==> src/hdl/rbs_pkg.sv <==
// Shared types and constants for the ranked byte sequence core.
// Holds the command and result kind codes, the controller states and the stream field widths.
// Depends on nothing; the core top level and the checker import it.
package rbs_pkg;

    localparam int unsigned CMD_W    = 2;
    localparam int unsigned RANK_W   = 7;
    localparam int unsigned ELEM_W   = 8;
    localparam int unsigned KIND_W   = 2;
    localparam int unsigned VALUE_W  = 8;
    localparam int unsigned S_DATA_W = 16;
    localparam int unsigned M_DATA_W = 8;

    typedef enum logic [CMD_W-1:0] {
        CMD_ADD   = 2'd0,
        CMD_DEL   = 2'd1,
        CMD_GET   = 2'd2,
        CMD_PRINT = 2'd3
    } cmd_t;

    typedef enum logic [KIND_W-1:0] {
        KIND_INV   = 2'd0,
        KIND_FULL  = 2'd1,
        KIND_GET   = 2'd2,
        KIND_PRINT = 2'd3
    } kind_t;

    typedef enum logic [2:0] {
        ST_IDLE,
        ST_SHIFT,
        ST_DRAIN,
        ST_INS_WR,
        ST_GET,
        ST_PRINT,
        ST_EMIT
    } state_t;

endpackage

==> src/hdl/rbs_ram.sv <==
// Generic simple dual-port RAM: one write port and one read port with registered read data.
// Used as the entry store of the ranked byte sequence core. No dependencies.
module rbs_ram #(
    parameter int unsigned WIDTH = 8,
    parameter int unsigned DEPTH = 64
) (
    input  logic                     clk,
    input  logic                     wr_en,
    input  logic [$clog2(DEPTH)-1:0] wr_addr,
    input  logic [WIDTH-1:0]         wr_data,
    input  logic [$clog2(DEPTH)-1:0] rd_addr,
    output logic [WIDTH-1:0]         rd_data
);

    logic [WIDTH-1:0] mem [DEPTH];

    always_ff @(posedge clk) begin
        if (wr_en) begin
            mem[wr_addr] <= wr_data;
        end
        rd_data <= mem[rd_addr];
    end

endmodule

==> src/hdl/ranked_byte_sequence_core.sv <==
// Top level of the ranked byte sequence core: controller, count register and output register.
// Depends on rbs_pkg and on rbs_ram, which holds the entries.
//
//   channel  | direction | tdata fields (low bit up) | tuser | tlast
//   s_       | in        | rank[6:0], elem[14:7]     | cmd   | unused
//   m_       | out       | value[7:0]                | kind  | last
//
// One item is worked at a time; the entry RAM has one read and one write port.
// An add at rank r shifts the entries from rank r up by one and then writes the element,
// or appends it directly; a delete shifts the later entries down, or only counts at the tail.
// A get reads one entry, an error emits one beat; a print stalls while m_tready is low.
// Reset is synchronous and active low; the entries need no clearing.
module ranked_byte_sequence_core
    import rbs_pkg::*;
#(
    parameter int unsigned CAPACITY = 64
) (
    input  logic                aclk,
    input  logic                aresetn,
    input  logic                s_tvalid,
    output logic                s_tready,
    input  logic [S_DATA_W-1:0] s_tdata,   // rank[6:0], elem[14:7], zero[15]
    input  logic [CMD_W-1:0]    s_tuser,   // cmd[1:0]
    output logic                m_tvalid,
    input  logic                m_tready,
    output logic [M_DATA_W-1:0] m_tdata,   // value[7:0]
    output logic [KIND_W-1:0]   m_tuser,   // kind[1:0]
    output logic                m_tlast
);

    localparam int unsigned AW = $clog2(CAPACITY);
    localparam int unsigned CW = $clog2(CAPACITY + 1);

    state_t             state_reg, state_next;
    logic [CW-1:0]      count_reg, count_next;
    logic [AW-1:0]      ptr_reg, ptr_next;
    logic [AW-1:0]      stop_reg, stop_next;
    logic               up_reg, up_next;
    logic               wv_reg, wv_next;
    logic [AW-1:0]      wa_reg, wa_next;
    logic               rv_reg, rv_next;
    logic [ELEM_W-1:0]  elem_reg, elem_next;
    logic [AW-1:0]      ins_reg, ins_next;
    kind_t              res_kind_reg, res_kind_next;
    logic [VALUE_W-1:0] res_value_reg, res_value_next;

    logic               m_valid_reg, m_valid_next;
    kind_t              m_kind_reg, m_kind_next;
    logic [VALUE_W-1:0] m_value_reg, m_value_next;
    logic               m_last_reg, m_last_next;

    logic               ram_we;
    logic [AW-1:0]      ram_wa;
    logic [ELEM_W-1:0]  ram_wd;
    logic [AW-1:0]      ram_ra;
    logic [ELEM_W-1:0]  ram_rd;

    logic [RANK_W-1:0]  in_rank;
    logic [ELEM_W-1:0]  in_elem;
    cmd_t               in_cmd;
    logic [7:0]         rank_w;
    logic [7:0]         cnt_w;
    logic [RANK_W-1:0]  rank_m1;
    logic [AW-1:0]      last_idx;
    logic               out_free;

    assign in_rank  = s_tdata[RANK_W-1:0];
    assign in_elem  = s_tdata[RANK_W+ELEM_W-1:RANK_W];
    assign in_cmd   = cmd_t'(s_tuser);
    assign rank_w   = {1'b0, in_rank};
    assign cnt_w    = 8'(count_reg);
    assign rank_m1  = in_rank - RANK_W'(1);
    assign last_idx = AW'(count_reg - CW'(1));
    assign out_free = !m_valid_reg || m_tready;

    assign s_tready = (state_reg == ST_IDLE);
    assign m_tvalid = m_valid_reg;
    assign m_tdata  = m_value_reg;
    assign m_tuser  = m_kind_reg;
    assign m_tlast  = m_last_reg;

    rbs_ram #(
        .WIDTH(ELEM_W),
        .DEPTH(CAPACITY)
    ) u_rbs_ram (
        .clk    (aclk),
        .wr_en  (ram_we),
        .wr_addr(ram_wa),
        .wr_data(ram_wd),
        .rd_addr(ram_ra),
        .rd_data(ram_rd)
    );

    always_ff @(posedge aclk) begin
        if (!aresetn) begin
            state_reg   <= ST_IDLE;
            count_reg   <= '0;
            wv_reg      <= 1'b0;
            rv_reg      <= 1'b0;
            m_valid_reg <= 1'b0;
        end else begin
            state_reg   <= state_next;
            count_reg   <= count_next;
            wv_reg      <= wv_next;
            rv_reg      <= rv_next;
            m_valid_reg <= m_valid_next;
        end
        ptr_reg       <= ptr_next;
        stop_reg      <= stop_next;
        up_reg        <= up_next;
        wa_reg        <= wa_next;
        elem_reg      <= elem_next;
        ins_reg       <= ins_next;
        res_kind_reg  <= res_kind_next;
        res_value_reg <= res_value_next;
        m_kind_reg    <= m_kind_next;
        m_value_reg   <= m_value_next;
        m_last_reg    <= m_last_next;
    end

    always_comb begin
        state_next     = state_reg;
        count_next     = count_reg;
        ptr_next       = ptr_reg;
        stop_next      = stop_reg;
        up_next        = up_reg;
        wv_next        = wv_reg;
        wa_next        = wa_reg;
        rv_next        = rv_reg;
        elem_next      = elem_reg;
        ins_next       = ins_reg;
        res_kind_next  = res_kind_reg;
        res_value_next = res_value_reg;
        m_valid_next   = m_valid_reg && !m_tready;
        m_kind_next    = m_kind_reg;
        m_value_next   = m_value_reg;
        m_last_next    = m_last_reg;
        ram_we         = wv_reg;
        ram_wa         = wa_reg;
        ram_wd         = ram_rd;
        ram_ra         = ptr_reg;

        case (state_reg)
            ST_IDLE: begin
                ram_ra = AW'(rank_m1);
                if (s_tvalid) begin
                    case (in_cmd)
                        CMD_ADD: begin
                            if (rank_w == 8'd0 || rank_w > cnt_w + 8'd1) begin
                                res_kind_next  = KIND_INV;
                                res_value_next = '0;
                                state_next     = ST_EMIT;
                            end else if (count_reg == CW'(CAPACITY)) begin
                                res_kind_next  = KIND_FULL;
                                res_value_next = '0;
                                state_next     = ST_EMIT;
                            end else begin
                                count_next = count_reg + CW'(1);
                                elem_next  = in_elem;
                                ins_next   = AW'(rank_m1);
                                if (rank_w == cnt_w + 8'd1) begin
                                    state_next = ST_INS_WR;
                                end else begin
                                    ptr_next   = last_idx;
                                    stop_next  = AW'(rank_m1);
                                    up_next    = 1'b1;
                                    state_next = ST_SHIFT;
                                end
                            end
                        end
                        CMD_DEL: begin
                            if (rank_w == 8'd0 || rank_w > cnt_w) begin
                                res_kind_next  = KIND_INV;
                                res_value_next = '0;
                                state_next     = ST_EMIT;
                            end else begin
                                count_next = count_reg - CW'(1);
                                if (rank_w != cnt_w) begin
                                    ptr_next   = AW'(in_rank);
                                    stop_next  = last_idx;
                                    up_next    = 1'b0;
                                    state_next = ST_SHIFT;
                                end
                            end
                        end
                        CMD_GET: begin
                            if (rank_w == 8'd0 || rank_w > cnt_w) begin
                                res_kind_next  = KIND_INV;
                                res_value_next = '0;
                                state_next     = ST_EMIT;
                            end else begin
                                state_next = ST_GET;
                            end
                        end
                        default: begin
                            if (count_reg != '0) begin
                                ptr_next   = '0;
                                rv_next    = 1'b0;
                                state_next = ST_PRINT;
                            end
                        end
                    endcase
                end
            end
            ST_SHIFT: begin
                wv_next = 1'b1;
                wa_next = up_reg ? ptr_reg + AW'(1) : ptr_reg - AW'(1);
                if (ptr_reg == stop_reg) begin
                    state_next = ST_DRAIN;
                end else begin
                    ptr_next = up_reg ? ptr_reg - AW'(1) : ptr_reg + AW'(1);
                end
            end
            ST_DRAIN: begin
                wv_next    = 1'b0;
                state_next = up_reg ? ST_INS_WR : ST_IDLE;
            end
            ST_INS_WR: begin
                ram_we     = 1'b1;
                ram_wa     = ins_reg;
                ram_wd     = elem_reg;
                state_next = ST_IDLE;
            end
            ST_GET: begin
                if (ram_rd == '0) begin
                    state_next = ST_IDLE;
                end else begin
                    res_kind_next  = KIND_GET;
                    res_value_next = ram_rd;
                    state_next     = ST_EMIT;
                end
            end
            ST_PRINT: begin
                if (!rv_reg) begin
                    rv_next = 1'b1;
                end else if (out_free) begin
                    m_valid_next = 1'b1;
                    m_kind_next  = KIND_PRINT;
                    m_value_next = ram_rd;
                    m_last_next  = (ptr_reg == last_idx);
                    if (ptr_reg == last_idx) begin
                        rv_next    = 1'b0;
                        state_next = ST_IDLE;
                    end else begin
                        ptr_next = ptr_reg + AW'(1);
                        ram_ra   = ptr_reg + AW'(1);
                    end
                end
            end
            ST_EMIT: begin
                if (out_free) begin
                    m_valid_next = 1'b1;
                    m_kind_next  = res_kind_reg;
                    m_value_next = res_value_reg;
                    m_last_next  = 1'b1;
                    state_next   = ST_IDLE;
                end
            end
            default: begin
                state_next = ST_IDLE;
            end
        endcase
    end

endmodule

==> config.mk <==
export PLATFORM = sky130hd
export DESIGN_NAME = ranked_byte_sequence_core
export DESIGN_NICKNAME = d
export VERILOG_FILES = /design/src/hdl/rbs_pkg.sv /design/src/hdl/rbs_ram.sv /design/src/hdl/ranked_byte_sequence_core.sv
export SDC_FILE = /design/constraint.sdc
export NUM_CORES = 1
export LEC_CHECK = 0
export BUFFER_PORTS_ARGS = -buffer_cell sky130_fd_sc_hd__buf_4
export CORE_MARGIN = 2
export CORE_UTILIZATION = 30
export CTS_CLUSTER_DIAMETER = 100
export DETAILED_ROUTE_END_ITERATION = 7
export PLACE_DENSITY = 0.54
export SLEW_MARGIN = 20
export SYNTH_ARGS = -nofsm -noshare
export SYNTH_HDL_FRONTEND = slang
export SYNTH_SLANG_ARGS = --single-unit
==> constraint.sdc <==
create_clock -name aclk -period 5 [get_ports aclk]
set_input_delay 0.25 -clock aclk [delete_from_list [all_inputs] [get_ports aclk]]
set_output_delay 0.25 -clock aclk [all_outputs]
set_load 0.02 [all_outputs]
==> flow_summary.json, run 1 <==
{
  "yosysWarnings": 0,
  "cts_tree": "yes",
  "hpwl_um": 40790,
  "whs_path_depth": 2,
  "place_area_um2": 27340,
  "fmax_ghz": 0.2099,
  "num_rows": 106,
  "reg2reg_setup_slack_ns": 0.24,
  "portBuffers": 33,
  "grt_max_degree": 78,
  "drv_slew": 0,
  "io_pins": 35,
  "vias": 14845,
  "initial_core_util_pct": 30.28,
  "vdd_drop_max_mv": 0.3790,
  "hold_violations": 0,
  "clockBufferDepth": 3,
  "die_w_um": 294.7,
  "synthAdderAreaFrac_pct": 1.185,
  "clock-sinks": 587,
  "fin_skew_ns": 0.02509,
  "dieHeight_um": 294.7,
  "antenna_left": 0,
  "n_antenna_cell": 0,
  "path_clk_slew_ns": 0.06,
  "wire_per_inst_um": 21.45,
  "numCtsBuffers": 61,
  "grt.overflow.total": 0,
  "maxCapViolations": 0,
  "synth_top_area_share_pct": 67.06,
  "synth_cell_types": 74,
  "final_cells": 2969,
  "dieArea_um2": 86820,
  "relSlewSlack_pct": 33.22,
  "synthMuxAreaShare_pct": 9.617,
  "area_growth_pct": 17.66,
  "top_register": "u_rbs_ram.mem",
  "final_cell_area_um2": 29820,
  "first_global_vias": 15240,
  "grt_pass1_wl_um": 96050,
  "status": "finished, final reports clean",
  "drt_iter0_drc": 1346,
  "p_per_area_nw_per_um2": 620.9,
  "cp_max_fo": 32,
  "setup_viol": 0,
  "syn_inst": 1688,
  "cts_root_buffer": "clkbuf_16",
  "layout-drive-gt1-share_pct": 19.84,
  "r2r_start": "count_reg[0]$_SDFFE_PN0P_",
  "syn_avg_cell_area_um2": 15.01,
  "hold_start": "s_tdata[0]",
  "synth_common_cells": "566 x edfxtp_1, 125 x a211oi_1, 104 x nor2_1, 84 x mux2_2, 80 x mux2i_1",
  "fp.coreArea_um2": 83690,
  "synth_most_common_cell": "edfxtp_1",
  "fin_hold_ws_ns": 0.04353,
  "ys_ff_latch": 587,
  "post-place-cells": 2844,
  "dr.pass1.iters": 5,
  "tns_ns": 0,
  "rsz0062_at_grt": "false",
  "leakage_nw": 9.662,
  "synth_nets": 1734,
  "r2r_cells": 13,
  "ys.flop_type": "edfxtp_1",
  "synth_xor_area_share_pct": 1.540,
  "worstPathRequired_ns": 5.58,
  "grt_util_all_layers_pct": 14.65,
  "synthArstFlopShare_pct": 0,
  "route.detailed.drc": 0,
  "worstSetupPathType": "reg -> reg",
  "nets": 1828,
  "synth_top_family_by_area": "multiplexers",
  "synth-compound-area-share_pct": 8.200,
  "gp_congestion": 0.8424,
  "hold_path_class": "in -> reg",
  "synth.cell_area_um2": 25340,
  "htreeDepth": 2,
  "synth_area_leader_cell": "edfxtp_1",
  "n_fill_cell": 7945,
  "viasPerCell": 5.000,
  "clk_latency_ns": 0.65,
  "cp.arrival_ns": 5.35,
  "period_minus_slack_ns": 4.765,
  "largest_reg_flops": 512,
  "post_cts_buffers": 0,
  "critPathCaptureType": "register",
  "whs_endpoint": "stop_reg[0]$_DFFE_PP_",
  "start_kind": "register",
  "tightest_slew_ns": 0.9980,
  "ys_seq_area_share_pct": 68.72,
  "wl_um": 63700,
  "synth-edff-count": 566,
  "period_share_pct": 95.30,
  "r2r-end": "u_rbs_ram.rd_data[4]$_DFF_P_",
  "synth.area.top_cells": "edfxtp_1 67%, mux2_2 3.7%, a211oi_1 3.7%",
  "synthSimpleGateAreaFrac_pct": 8.640,
  "antenna_found_initial": 0
}
what timing repair did:
action	4_1_cts	5_1_grt
endpoints found under the setup margin	0	5
hold endpoints to repair	13	0
gates resized for setup	0	6
hold buffers	9	0
final cells by class:
type                    count  area, um^2  share of cell area, %
clock buffers              67        1599                  5.362
clock inverters            49       743.2                  2.492
inverters                  27       101.3                 0.3399
multi-input cells         981        7475                  25.07
flip-flops and latches    587       17420                  58.41
well taps                1134        1419                  4.758
repair buffers            124        1066                  3.575
metal layers:
| layer | GRT usage [%] | share of wire, % | vias up |
|---|---|---|---|
| li1 | - | - | 6811 |
| met4 | 3.795 | 2.1 | 0 |
| met3 | 2.360 | 5.8 | 83 |
| met1 | 19.86 | 44 | 7560 |
| met2 | 24.40 | 48 | 391 |
| met5 | 0 | 0 | - |
per-stage QoR:
step / power (W) / worst slack, ns / util [%]
2_1_floorplan: 0.01084 / 0.9609 / -
3_3_place_gp: 0.01333 / -0.1647 / 32.65
3_5_place_dp: 0.01341 / 0.08813 / 32.66
4_1_cts: 0.01865 / 0.06129 / 35.57
5_1_grt: 0.01938 / 0.02835 / 35.63
6_report: 0.01852 / 0.2350 / 35.63
power breakdown:
| part | switching [W] | total, W | internal (W) | leakage (nW) |
|---|---|---|---|---|
| Clock | 0.00200 | 0.00520 | 0.00320 | 1.13 |
| Sequential | 0.000194 | 0.00651 | 0.00632 | 5.28 |
| Combinational | 0.00426 | 0.00680 | 0.00254 | 3.25 |
worst max path at each step:
stage	startpoint	to	cells past startpoint
2_1_floorplan	count_reg[0]$_SDFFE_PN0P_	ptr_reg[0]$_DFFE_PP_	14
4_1_cts	count_reg[0]$_SDFFE_PN0P_	u_rbs_ram.rd_data[4]$_DFF_P_	13
6_report	count_reg[0]$_SDFFE_PN0P_	u_rbs_ram.rd_data[4]$_DFF_P_	13
3_3_place_gp	count_reg[0]$_SDFFE_PN0P_	u_rbs_ram.rd_data[4]$_DFF_P_	13
5_1_grt	count_reg[0]$_SDFFE_PN0P_	u_rbs_ram.rd_data[4]$_DFF_P_	13
3_5_place_dp	count_reg[0]$_SDFFE_PN0P_	u_rbs_ram.rd_data[4]$_DFF_P_	13
worst max-delay path, cell delays in order, from the launching register on:
cell and delay [ns]:
dfxtp_1 0.40, inv_1 0.21, ha_1 0.33, or3b_1 0.43
xnor2_1 0.16, and3_1 0.34, a211oi_2 0.41, mux2_8 0.57
a21oi_1 0.58, nand2_1 0.46, a211oi_1 0.43, nor4_2 0.15
buf_4 0.16, nand3_1 0.07
logic make-up (layout without fill, tap and decap cells):
logic type | Yosys count | after routing
AO/OA/AOI/OAI | 295 | 295
XOR/XNOR | 38 | 38
adder cells (fa/ha/maj) | 24 | 24
buffers and inverters | 120 | 267
flip-flops | 587 | 587
multiplexers | 195 | 195
AND/OR/NAND/NOR | 429 | 429
layout by cell type, fill, tap and decap left out, drive strengths merged, types with 4 or more instances in the layout:
cell type,synthesis,layout
a2111oi,4,4
a211oi,126,126
a21oi,38,38
a221oi,4,4
a31oi,7,7
and2,72,72
and3,7,7
buf,48,115
bufinv,0,17
clkbuf,45,67
clkinv,2,26
clkinvlp,0,5
dfxtp,21,21
dlygate4sd3,0,9
edfxtp,566,566
ha,24,24
inv,25,28
mux2,85,85
mux2i,80,80
mux4,30,30
nand2,76,76
nand2b,11,11
nand3,58,58
nand3b,4,4
nand4,12,12
nor2,104,104
nor2b,9,9
nor3,36,36
nor4,22,22
o211ai,5,5
o21a,12,12
o21ai,34,34
o22ai,38,38
or3,4,4
xnor2,22,22
xor2,12,12
No activity file was read; power rests on OpenSTA's default activity.
==> inputs of run 2 (changes only) <==
REMOVE_ABC_BUFFERS = 1   (was default)
==> run 2 against run 1 <==
Combinational power about the same; global-route usage fell by 0.057 points; worst setup slack gained 0.10 ns; largest power group unchanged; highest routed layer unchanged.
==> flow_summary.json, run 2 (same netlist as run 1, synthesis figures left out) <==
{
  "status": "finished, final reports clean",
  "start_kind": "register",
  "antenna_found_initial": 1,
  "place_area_um2": 27310,
  "area_growth_pct": 15.95,
  "portBuffers": 33,
  "p_per_area_nw_per_um2": 605.4,
  "clk_latency_ns": 0.64,
  "setup_viol": 0,
  "dr.pass1.iters": 6,
  "wire_per_inst_um": 21.66,
  "grt_max_degree": 61,
  "clockBufferDepth": 3,
  "dieHeight_um": 294.7,
  "vdd_drop_max_mv": 0.4819,
  "post-place-cells": 2842,
  "numCtsBuffers": 60,
  "io_pins": 35,
  "layout_commonest_cell": "edfxtp_1",
  "period_minus_slack_ns": 4.664,
  "period_share_pct": 93.28,
  "n_antenna_cell": 0,
  "cp_max_fo": 16,
  "clock-sinks": 587,
  "worstPathRequired_ns": 5.52,
  "final_cells": 2963,
  "path_clk_slew_ns": 0.07,
  "nets": 1826,
  "route.detailed.drc": 0,
  "fin_skew_ns": 0.03503,
  "leakage_nw": 9.452,
  "fmax_ghz": 0.2144,
  "slowest_stage": "o211ai_4",
  "grt.overflow.total": 0,
  "top_register": "u_rbs_ram.mem",
  "cp.arrival_ns": 5.18,
  "hold_path_class": "in -> reg",
  "whs_path_depth": 2,
  "wl_um": 64180,
  "first_global_vias": 14825,
  "die_w_um": 294.7,
  "critPathCaptureType": "register",
  "cts_tree": "yes",
  "drv_slew": 0,
  "n_fill_cell": 7973,
  "cp_cell_sequence": "inv_1 -> ha_1 -> or3b_1 -> xnor2_1 -> and3_1 -> a21oi_1 -> o211ai_4 -> buf_4 -> nand2_2 -> o22ai_1 -> nor3_1 -> nor3_1 -> buf_4 -> nand3_1",
  "power_w": 0.01779,
  "largest_reg_flops": 512,
  "antenna_left": 0,
  "grt_util_all_layers_pct": 14.59,
  "post_cts_buffers": 0,
  "vias": 14997,
  "dieArea_um2": 86820,
  "reg2reg_setup_slack_ns": 0.34,
  "drt_iter0_drc": 1262,
  "relSlewSlack_pct": 21.82,
  "viasPerCell": 5.061,
  "layout-drive-gt1-share_pct": 18.43,
  "cpPeakStageDelay_ns": 0.60,
  "grt_pass1_wl_um": 95810,
  "hold_violations": 0,
  "cts_root_buffer": "clkbuf_16",
  "hpwl_um": 41880,
  "tns_ns": 0,
  "worstSetupPathType": "reg -> reg",
  "tightest_slew_ns": 1.173,
  "maxCapViolations": 0,
  "final_cell_area_um2": 29380,
  "final_cell_mix": "566 x edfxtp_1, 125 x a211oi_1, 104 x nor2_1, 104 x buf_4, 84 x mux2_2",
  "fp.coreArea_um2": 83690,
  "r2r_cells": 14,
  "rsz0062_at_grt": "false",
  "htreeDepth": 2,
  "gp_congestion": 0.8472,
  "num_rows": 106,
  "initial_core_util_pct": 30.28
}
==> run 2: cell types whose count changed in the layout (fill, tap and decap cells not counted), moves of 5 or more <==
cell / delta
bufinv_16: -10
clkbuf_1: +11
clkbuf_8: -5
clkinv_1: +5
clkinv_2: +5
clkinv_4: -6
nor4_1: +5
==> run 2: worst max-delay path: cells and delay by family, from the launching register on <==
family / cells / cell delay, ns
compound gates: 3 / 1.13
buf+inv: 3 / 0.76
flops: 1 / 0.40
xor+xnor: 1 / 0.21
simple gates: 6 / 1.74
fa+ha+maj: 1 / 0.32
==> run 2: cell type report <==
type / instances / area (um^2) / share of cell area (%)
timing repair buffer: 123 / 1061 / 3.611
sequential: 587 / 17420 / 59.27
clock buffer: 72 / 1546 / 5.263
tap: 1134 / 1419 / 4.829
multi-input combinational: 981 / 7418 / 25.25
clock inverter: 39 / 421.7 / 1.435
inverter: 27 / 101.3 / 0.3449
==> run 2: what timing repair did <==
action                                  in CTS  in global routing
endpoints found under the hold margin       14                  0
resized for setup                            0                  1
endpoints found under the setup margin       0                  3
hold buffers                                10                  0
==> run 2: power breakdown <==
part           internal [W]  switching [W]
logic               0.00250        0.00429
clock network       0.00257        0.00190
registers           0.00633       0.000208
==> run 2: final timing paths <==
| path | start | endpoint |
|---|---|---|
| max | count_reg[0]$_SDFFE_PN0P_ | u_rbs_ram.rd_data[5]$_DFF_P_ |
| min | s_tdata[2] | ins_reg[2]$_DFFE_PP_ |
| max reg2reg | count_reg[0]$_SDFFE_PN0P_ | u_rbs_ram.rd_data[5]$_DFF_P_ |
| min reg2reg | res_kind_reg[0]$_SDFFCE_PP0P_ | m_tuser[0]$_SDFFCE_PN1P_ |
==> run 2: per-stage QoR <==
| step | setup WS [ns] | util, % | hold slack, ns |
|---|---|---|---|
| finish | 0.3359 | 35.11 | 0.07602 |
| global route | 0.02381 | 35.11 | 0.06664 |
| CTS | 0.2684 | 35.11 | 0.03980 |
| detailed placement | 0.2615 | 32.64 | 0.4298 |
| global placement | 0.2918 | 32.63 | 0.4295 |
| floorplan | -3.641 | - | 0.3489 |
==> run 2: metal layers <==
metal / global-route usage, % / up-vias / routed length [um]
li1: - / 6804 / -
met1: 20.95 / 7726 / 29640
met2: 23.90 / 406 / 30610
met3: 1.712 / 61 / 3007
met4: 2.800 / 0 / 918
met5: 0 / - / 0
